==> src/hdl/itc_pkg.sv <==
// shared types and constants for the three-channel interval timer
// no dependencies
`default_nettype none

package itc_pkg;

    localparam int CNT_W = 16;

    // transaction kinds on the input channel
    typedef enum logic [1:0] {
        CMD_WRITE = 2'd0,
        CMD_READ  = 2'd1,
        CMD_TICK  = 2'd2
    } t_cmd;

    // byte access codes from the mode command
    typedef enum logic [1:0] {
        ACC_LATCH = 2'd0,
        ACC_LOW   = 2'd1,
        ACC_HIGH  = 2'd2,
        ACC_BOTH  = 2'd3
    } t_access;

    localparam logic [1:0] MODE_PORT = 2'd3;

    // per-channel operation for the current transaction
    typedef struct packed {
        logic       wr_mode;
        logic       wr_count;
        logic       rd_count;
        logic       tick;
        logic [7:0] data;
    } t_chan_op;

endpackage

`default_nettype wire

==> src/hdl/itc_if.sv <==
// valid/ready channel interfaces for timer transactions and results
// no dependencies
`default_nettype none

interface itc_in_if;
    logic       valid;
    logic       ready;
    logic [1:0] command;
    logic [1:0] port;
    logic [7:0] write_data;

    modport source (output valid, output command, output port, output write_data,
                    input ready);
    modport sink (input valid, input command, input port, input write_data,
                  output ready);
endinterface

interface itc_out_if;
    logic       valid;
    logic       ready;
    logic [7:0] read_data;
    logic [2:0] out_levels;

    modport source (output valid, output read_data, output out_levels, input ready);
    modport sink (input valid, input read_data, input out_levels, output ready);
endinterface

`default_nettype wire

==> src/hdl/itc_channel.sv <==
// one counter channel: mode, count load, read access and tick stepping
// depends on itc_pkg
`default_nettype none

module itc_channel
    import itc_pkg::*;
(
    input  wire logic     i_clk,
    input  wire logic     i_rst_n,
    input  wire t_chan_op i_op,
    output logic [7:0]    o_rd_byte,
    output logic          o_level_next
);

    logic [CNT_W-1:0] r_count, n_count;
    logic [CNT_W-1:0] r_reload, n_reload;
    logic [CNT_W-1:0] r_latched, n_latched;
    logic             r_latch_held, n_latch_held;
    logic             r_read_high, n_read_high;
    logic             r_write_high, n_write_high;
    logic [7:0]       r_pending, n_pending;
    logic [2:0]       r_mode, n_mode;
    t_access          r_access, n_access;
    logic             r_level, n_level;
    logic             r_armed, n_armed;

    // next-state logic for one transaction
    always_comb begin
        logic [CNT_W-1:0] load_val;
        logic             do_load;
        logic             square;
        logic [CNT_W-1:0] rd_val;
        logic [1:0]       step;
        logic [CNT_W-1:0] dec;

        n_count      = r_count;
        n_reload     = r_reload;
        n_latched    = r_latched;
        n_latch_held = r_latch_held;
        n_read_high  = r_read_high;
        n_write_high = r_write_high;
        n_pending    = r_pending;
        n_mode       = r_mode;
        n_access     = r_access;
        n_level      = r_level;
        n_armed      = r_armed;
        o_rd_byte    = 8'd0;
        load_val     = '0;
        do_load      = 1'b0;
        square       = (r_mode[1:0] == 2'b11);
        rd_val       = r_latch_held ? r_latched : r_count;
        step         = 2'd2;
        dec          = r_count - 16'd1;

        // mode command or latch
        if (i_op.wr_mode) begin
            if (t_access'(i_op.data[5:4]) == ACC_LATCH) begin
                if (!r_latch_held) begin
                    n_latched    = r_count;
                    n_latch_held = 1'b1;
                end
            end else begin
                n_access     = t_access'(i_op.data[5:4]);
                n_mode       = i_op.data[3:1];
                n_armed      = 1'b0;
                n_read_high  = 1'b0;
                n_write_high = 1'b0;
                n_latch_held = 1'b0;
                n_level      = (i_op.data[2:1] == 2'b11);
            end
        end

        // count write
        if (i_op.wr_count) begin
            case (r_access)
                ACC_LOW: begin
                    load_val = {8'd0, i_op.data};
                    do_load  = 1'b1;
                end
                ACC_HIGH: begin
                    load_val = {i_op.data, 8'd0};
                    do_load  = 1'b1;
                end
                default: begin
                    if (!r_write_high) begin
                        n_pending    = i_op.data;
                        n_write_high = 1'b1;
                        if (!square) begin
                            n_armed = 1'b0;
                            n_level = 1'b0;
                        end
                    end else begin
                        n_write_high = 1'b0;
                        load_val     = {i_op.data, r_pending};
                        do_load      = 1'b1;
                    end
                end
            endcase
        end

        // complete load of the reload value
        if (do_load) begin
            n_reload = load_val;
            if (square) begin
                if (!r_armed) begin
                    n_count = load_val;
                    n_armed = 1'b1;
                end
            end else begin
                n_count = load_val;
                n_armed = 1'b1;
                n_level = 1'b0;
            end
        end

        // count read, latched value first
        if (i_op.rd_count) begin
            case (r_access)
                ACC_LOW: begin
                    o_rd_byte    = rd_val[7:0];
                    n_latch_held = 1'b0;
                end
                ACC_HIGH: begin
                    o_rd_byte    = rd_val[15:8];
                    n_latch_held = 1'b0;
                end
                default: begin
                    if (!r_read_high) begin
                        o_rd_byte   = rd_val[7:0];
                        n_read_high = 1'b1;
                    end else begin
                        o_rd_byte    = rd_val[15:8];
                        n_read_high  = 1'b0;
                        n_latch_held = 1'b0;
                    end
                end
            endcase
        end

        // one input clock tick
        if (i_op.tick && r_armed) begin
            if (square) begin
                if (r_count[0]) begin
                    step = r_level ? 2'd1 : 2'd3;
                end
                if (r_count != '0 && r_count <= {14'd0, step}) begin
                    n_level = !r_level;
                    n_count = r_reload;
                end else begin
                    n_count = r_count - {14'd0, step};
                end
            end else begin
                n_count = dec;
                if (dec == '0) begin
                    n_level = 1'b1;
                end
            end
        end
    end

    assign o_level_next = n_level;

    // control state
    always_ff @(posedge i_clk) begin
        if (!i_rst_n) begin
            r_count      <= '0;
            r_reload     <= '0;
            r_latch_held <= 1'b0;
            r_read_high  <= 1'b0;
            r_write_high <= 1'b0;
            r_mode       <= 3'd0;
            r_access     <= ACC_BOTH;
            r_level      <= 1'b0;
            r_armed      <= 1'b0;
        end else begin
            r_count      <= n_count;
            r_reload     <= n_reload;
            r_latch_held <= n_latch_held;
            r_read_high  <= n_read_high;
            r_write_high <= n_write_high;
            r_mode       <= n_mode;
            r_access     <= n_access;
            r_level      <= n_level;
            r_armed      <= n_armed;
        end
    end

    // payload holding registers, only read once written
    always_ff @(posedge i_clk) begin
        r_latched <= n_latched;
        r_pending <= n_pending;
    end

endmodule

`default_nettype wire

==> src/hdl/interval_timer_three_channel.sv <==
// Datapath: an input transaction passes the input register, then the result register.
// Throughput: one transaction per cycle; the single-pass channel logic between the two
// registers sets it, and input ready stays high whenever the result side is ready.
// Reset: synchronous active-low; clears all channels (access low then high, disarmed,
// outputs low) and empties both register stages.
// depends on itc_pkg, itc_if, itc_channel
`default_nettype none

module interval_timer_three_channel
    import itc_pkg::*;
#(
    parameter int NUM_CHANNELS = 3
) (
    input  wire logic  i_clk,
    input  wire logic  i_rst_n,
    itc_in_if.sink     i_in,
    itc_out_if.source  o_out
);

    logic       r_in_valid;
    t_cmd       r_cmd;
    logic [1:0] r_port;
    logic [7:0] r_data;
    logic       r_out_valid;
    logic [7:0] r_rd;
    logic [2:0] r_lvl;
    logic       advance;
    t_chan_op   ch_op [NUM_CHANNELS];
    logic [7:0] ch_rd [NUM_CHANNELS];
    logic [2:0] n_lvl;
    logic [7:0] n_rd;

    assign advance    = r_in_valid && (!r_out_valid || o_out.ready);
    assign i_in.ready = !r_in_valid || advance;

    // input register
    always_ff @(posedge i_clk) begin
        if (!i_rst_n) begin
            r_in_valid <= 1'b0;
        end else if (i_in.valid && i_in.ready) begin
            r_in_valid <= 1'b1;
        end else if (advance) begin
            r_in_valid <= 1'b0;
        end
    end

    always_ff @(posedge i_clk) begin
        if (i_in.valid && i_in.ready) begin
            r_cmd  <= t_cmd'(i_in.command);
            r_port <= i_in.port;
            r_data <= i_in.write_data;
        end
    end

    // per-channel decode and channel instances
    for (genvar i = 0; i < NUM_CHANNELS; i++) begin : g_ch
        always_comb begin
            ch_op[i].wr_mode  = advance && r_cmd == CMD_WRITE && r_port == MODE_PORT
                                && r_data[7:6] == 2'(i);
            ch_op[i].wr_count = advance && r_cmd == CMD_WRITE && r_port == 2'(i);
            ch_op[i].rd_count = advance && r_cmd == CMD_READ && r_port == 2'(i);
            ch_op[i].tick     = advance && r_cmd == CMD_TICK;
            ch_op[i].data     = r_data;
        end

        itc_channel u_channel (
            .i_clk        (i_clk),
            .i_rst_n      (i_rst_n),
            .i_op         (ch_op[i]),
            .o_rd_byte    (ch_rd[i]),
            .o_level_next (n_lvl[i])
        );
    end

    for (genvar i = NUM_CHANNELS; i < 3; i++) begin : g_absent
        assign n_lvl[i] = 1'b0;
    end

    // read data: only the addressed channel drives a nonzero byte
    always_comb begin
        n_rd = 8'd0;
        for (int i = 0; i < NUM_CHANNELS; i++) begin
            n_rd = n_rd | ch_rd[i];
        end
    end

    // result register
    always_ff @(posedge i_clk) begin
        if (!i_rst_n) begin
            r_out_valid <= 1'b0;
        end else if (advance) begin
            r_out_valid <= 1'b1;
        end else if (o_out.ready) begin
            r_out_valid <= 1'b0;
        end
    end

    always_ff @(posedge i_clk) begin
        if (advance) begin
            r_rd  <= n_rd;
            r_lvl <= n_lvl;
        end
    end

    assign o_out.valid      = r_out_valid;
    assign o_out.read_data  = r_rd;
    assign o_out.out_levels = r_lvl;

endmodule

`default_nettype wire

==> src/flat_wrapper.sv <==
// flat-port wrapper written by rule: the top's interface ports become plain ports
module interval_timer_three_channel_flat import itc_pkg::*;
#(
    parameter int NUM_CHANNELS = 3
)
  (i_clk, i_rst_n, i_in_valid, i_in_command, i_in_port, i_in_write_data, i_in_ready, o_out_valid, o_out_read_data, o_out_out_levels, o_out_ready);
  itc_in_if i_in_i ();
  itc_out_if o_out_i ();
  input  wire logic i_clk;
  input  wire logic i_rst_n;
  input wire logic [$bits(i_in_i.valid)-1:0] i_in_valid;
  input wire logic [$bits(i_in_i.command)-1:0] i_in_command;
  input wire logic [$bits(i_in_i.port)-1:0] i_in_port;
  input wire logic [$bits(i_in_i.write_data)-1:0] i_in_write_data;
  output wire logic [$bits(i_in_i.ready)-1:0] i_in_ready;
  output wire logic [$bits(o_out_i.valid)-1:0] o_out_valid;
  output wire logic [$bits(o_out_i.read_data)-1:0] o_out_read_data;
  output wire logic [$bits(o_out_i.out_levels)-1:0] o_out_out_levels;
  input wire logic [$bits(o_out_i.ready)-1:0] o_out_ready;
  assign i_in_i.valid = i_in_valid;
  assign i_in_i.command = i_in_command;
  assign i_in_i.port = i_in_port;
  assign i_in_i.write_data = i_in_write_data;
  assign i_in_ready = i_in_i.ready;
  assign o_out_valid = o_out_i.valid;
  assign o_out_read_data = o_out_i.read_data;
  assign o_out_out_levels = o_out_i.out_levels;
  assign o_out_i.ready = o_out_ready;
  interval_timer_three_channel #(.NUM_CHANNELS(NUM_CHANNELS)) u_core (.i_clk(i_clk), .i_rst_n(i_rst_n), .i_in(i_in_i), .o_out(o_out_i));
endmodule
==> config.mk <==
export PLATFORM = sky130hd
export DESIGN_NAME = interval_timer_three_channel_flat
export DESIGN_NICKNAME = d
export VERILOG_FILES = /design/src/hdl/itc_pkg.sv /design/src/hdl/itc_if.sv /design/src/hdl/itc_channel.sv /design/src/hdl/interval_timer_three_channel.sv /design/src/flat_wrapper.sv
export SDC_FILE = /design/constraint.sdc
export NUM_CORES = 1
export LEC_CHECK = 0
export BUFFER_PORTS_ARGS = -buffer_cell sky130_fd_sc_hd__buf_2
export CAP_MARGIN = 40
export CORE_UTILIZATION = 55
export CTS_CLUSTER_DIAMETER = 50
export DETAILED_ROUTE_END_ITERATION = 16
export PLACE_DENSITY = 0.77
export SLEW_MARGIN = 20
export SYNTH_ARGS = -nofsm -noshare
export SYNTH_HDL_FRONTEND = slang
export SYNTH_SLANG_ARGS = --single-unit
==> constraint.sdc <==
create_clock -name i_clk -period 5.52 [get_ports i_clk]
set_input_delay 0.276 -clock i_clk [delete_from_list [all_inputs] [get_ports i_clk]]
set_output_delay 0.276 -clock i_clk [all_outputs]
set_load 0.005 [all_outputs]
==> qor.txt <==
DRC violations left: 0
Fin worst setup slack: 1841 ps
Period utilization: 0.6666
Cell Rows: 55
Pwr Density: 265.1 nW/µm²
Min-Delay Path Class: in -> reg
Endpoints failing setup: 0
Cts hold-fix bufs: 12
Final Max Tran Viols: 0
Core area: 22,570 µm²
Count of different cell masters after synthesis: 81
RSZ-0062 raised after global routing: no
First-pass GRT wire length: 58,020 µm
Post-synthesis sequential area ratio: 0.4243
Nets: 1,430
Largest net degree at the start of global routing: 53
Top-Level Pins: 29
Resized Gates After CTS: 0
Pint: 2.858 mW
Final hold vios: 0
Clock share of power: 0.499
Total number of vias: 11,220
Root Buffer: clkbuf_16
Num Clock Sinks: 220
Postcts setup bufs: 0
Antenna violations before repair: 0
Antenna Nets Post-Route: 0
Cells after Synth: 1,428
Register area: 5355 µm²
Synth warn: 0
Fillers: 1,952
Setup Crit Path Kind: reg -> reg
Ys async rst share: 0
Dpl hpwl: 24,650 µm
Vias/cell: 6.591
Starting Density: 0.5591
Remaining Overflow, GRT: 0
Final Critical Period: 3679 ps
Place WS: 2018 ps
GRT Overall Usage: 0.3086
Critical path endpoint category: flip-flop
CTS tree: done
Switching Fraction: 0.2201
VDD IR max: 0.1961 mV
Syn Area/Cell: 8.838 µm²
Netlist Area Pre-Place: 12,620 µm²
Comb pwr share: 0.031
Sequential share of power: 0.470
Max-Cap Viols: 0
Chip height: 153.5 µm
Status: completed
Final hold slack: 70.68 ps
Worst path required time: 5950 ps
Setup_tns: 0 ps
TritonRoute pass-1 iters: 8
WL final: 36,660 µm
CTS Buf Count: 27
Worst rel slew slack: 0.4212
Area occupied by multi-input gates: 6635 µm²
Share of cells above drive strength 1: 0.1115
Post-synth EDFFs: 95
CTS clock-pin slew for the worst setup and hold paths: 60 ps
H-Tree Depth: 1
Worst-Margin Slew: 868.2 ps
GP Congestion: 0.9736
Starting DRC count in detailed routing: 1,211
Crit path DAT: 4110 ps
Vias in the first global route: 10,490
Area Growth Syn to Fin: 9.537%
Ys flop type: dfxtp_1
Mapped Nets: 1,462
Nature of the critical path startpoint: flip-flop
Seq cells post-synth: 220
Worst Path Max Fanout: 22
Static leakage: 5.392 nW
Clock Path Buffers: 3
Layout Skew: 27.11 ps
ANT cells: 0
Worst skew pair latency: 550 ps
Port Buffers: 28
Die area: 23,560 µm²
Fmax: 0.2718 GHz
Die Span X: 153.5 µm
Sw Pwr: 0.8066 mW
WL/cell: 21.54 µm
-- flip-flops by register name, summed over array words and instances (netlist names) --
name                                cells
u_core.g_ch.u_channel.r_latch_held      3
u_core.g_ch.u_channel.r_armed           3
u_core.g_ch.u_channel.r_pending        24
u_core.g_ch.u_channel.r_reload         48
u_core.g_ch.u_channel.r_mode            6
u_core.r_data                           8
u_core.r_in_valid                       1
u_core.g_ch.u_channel.r_latched        48
u_core.r_port                           2
u_core.g_ch.u_channel.r_write_high      3
u_core.g_ch.u_channel.r_count          48
u_core.g_ch.u_channel.r_level           3
u_core.o_out.out_levels                 3
u_core.g_ch.u_channel.r_access          6
u_core.r_cmd                            2
u_core.o_out.read_data                  8
u_core.g_ch.u_channel.r_read_high       3
u_core.o_out.valid                      1
-- area by class of cell --
type | instances | share of cell area
multi-input combinational | 1059 | 0.4800
inverter | 27 | 0.007331
clock buffer | 35 | 0.05258
sequential | 220 | 0.3874
timing repair buffer | 61 | 0.03340
tap | 285 | 0.02579
clock inverter | 15 | 0.01358
-- metrics by stage --
step	instance area, µm²	util	power, mW	instances
after global routing	13820	0.6125	3.756	1702
after detailed placement	12750	0.5651	1.857	1637
after floorplan	12620	-	1.805	1428
after CTS	13790	0.6109	3.676	1699
after global placement	12690	0.5624	1.851	1633
final	13820	0.6125	3.665	1702
-- cell usage after synthesis, drive strengths merged, types with 10 or more instances --
library cell,number,area [µm²]
a31oi,20,125.1
nand3,43,215.2
nor2b,11,68.82
a22oi,22,165.2
mux2i,14,140.1
o21ai,68,340.3
nor2,135,506.7
o211ai,27,202.7
xor2,31,271.5
nand2,179,671.9
xnor2,33,289.0
ha,18,225.2
nand4,24,150.1
buf,32,193.9
inv,27,101.4
mux2,41,461.7
clkbuf,90,341.6
nand2b,37,231.5
dfxtp,125,2502
edfxtp,95,2853
nor3,40,216.5
and2,17,106.4
a311oi,14,122.6
a21oi,91,455.4
a32o,10,100.1
a211oi,26,195.2
nor4,20,188.9
-- final timing paths --
path / startpoint / end / slack [ps] / cells after the start
hold reg to reg: u_core.g_ch[0].u_channel.r_reload[15] / u_core.g_ch[0].u_channel.r_reload[15] / 450 / 2
setup reg to reg: u_core.r_port[0] / u_core.g_ch[2].u_channel.r_count[3] / 1840 / 6
setup / recovery: u_core.r_port[0] / u_core.g_ch[2].u_channel.r_count[3] / 1840 / 6
hold / removal: i_in_valid / u_core.r_in_valid / 70 / 3
-- power by group through the flow --
stage,Combinational [mW],Clock [mW],Sequential [mW]
finish,0.114,1.83,1.72
floorplan,0.0601,0,1.74
CTS,0.104,1.85,1.72
global placement,0.0896,0,1.76
detailed placement,0.0972,0,1.76
global route,0.120,1.91,1.72
-- cells in the final DEF, fill, tap and decap left out, drive strengths merged, types with 27 or more instances in the layout --
| cell type | n |
|---|---|
| o21ai | 68 |
| a21oi | 91 |
| nand3 | 43 |
| clkbuf | 35 |
| o211ai | 27 |
| xnor2 | 33 |
| xor2 | 31 |
| edfxtp | 95 |
| nand2b | 37 |
| mux2 | 41 |
| dfxtp | 125 |
| nor3 | 40 |
| inv | 31 |
| nor2 | 135 |
| buf | 49 |
| nand2 | 179 |
-- worst max-delay path, cell delays in order, from the launching register on --
cell	delay [ps]
edfxtp_1	700
nor2b_1	720
and4_1	440
nand3_1	560
nand2_1	650
a21boi_0	180
o31a_1	320
-- kinds of logic (layout without fill, tap and decap cells) --
kind of cell | Yosys count | after routing | synth area share
DFF | 220 | 220 | 0.4243
xor gates and xnor gates | 64 | 64 | 0.04441
adders and majority gates | 18 | 18 | 0.01785
and+or+nand+nor | 565 | 565 | 0.2257
muxes | 55 | 55 | 0.04768
buffers and inverters | 149 | 138 | 0.05046
AOI/OAI and AO/OA | 357 | 357 | 0.1896
-- routing by layer --
metal / up-vias / share of wire / global-route usage
met5: - / 0 / 0
met4: 0 / 0.026 / 0.09333
met3: 83 / 0.10 / 0.06096
met2: 606 / 0.45 / 0.4820
met1: 5361 / 0.42 / 0.4313
li1: 5168 / - / -
Note: power is estimated with default switching activity, not from simulation.
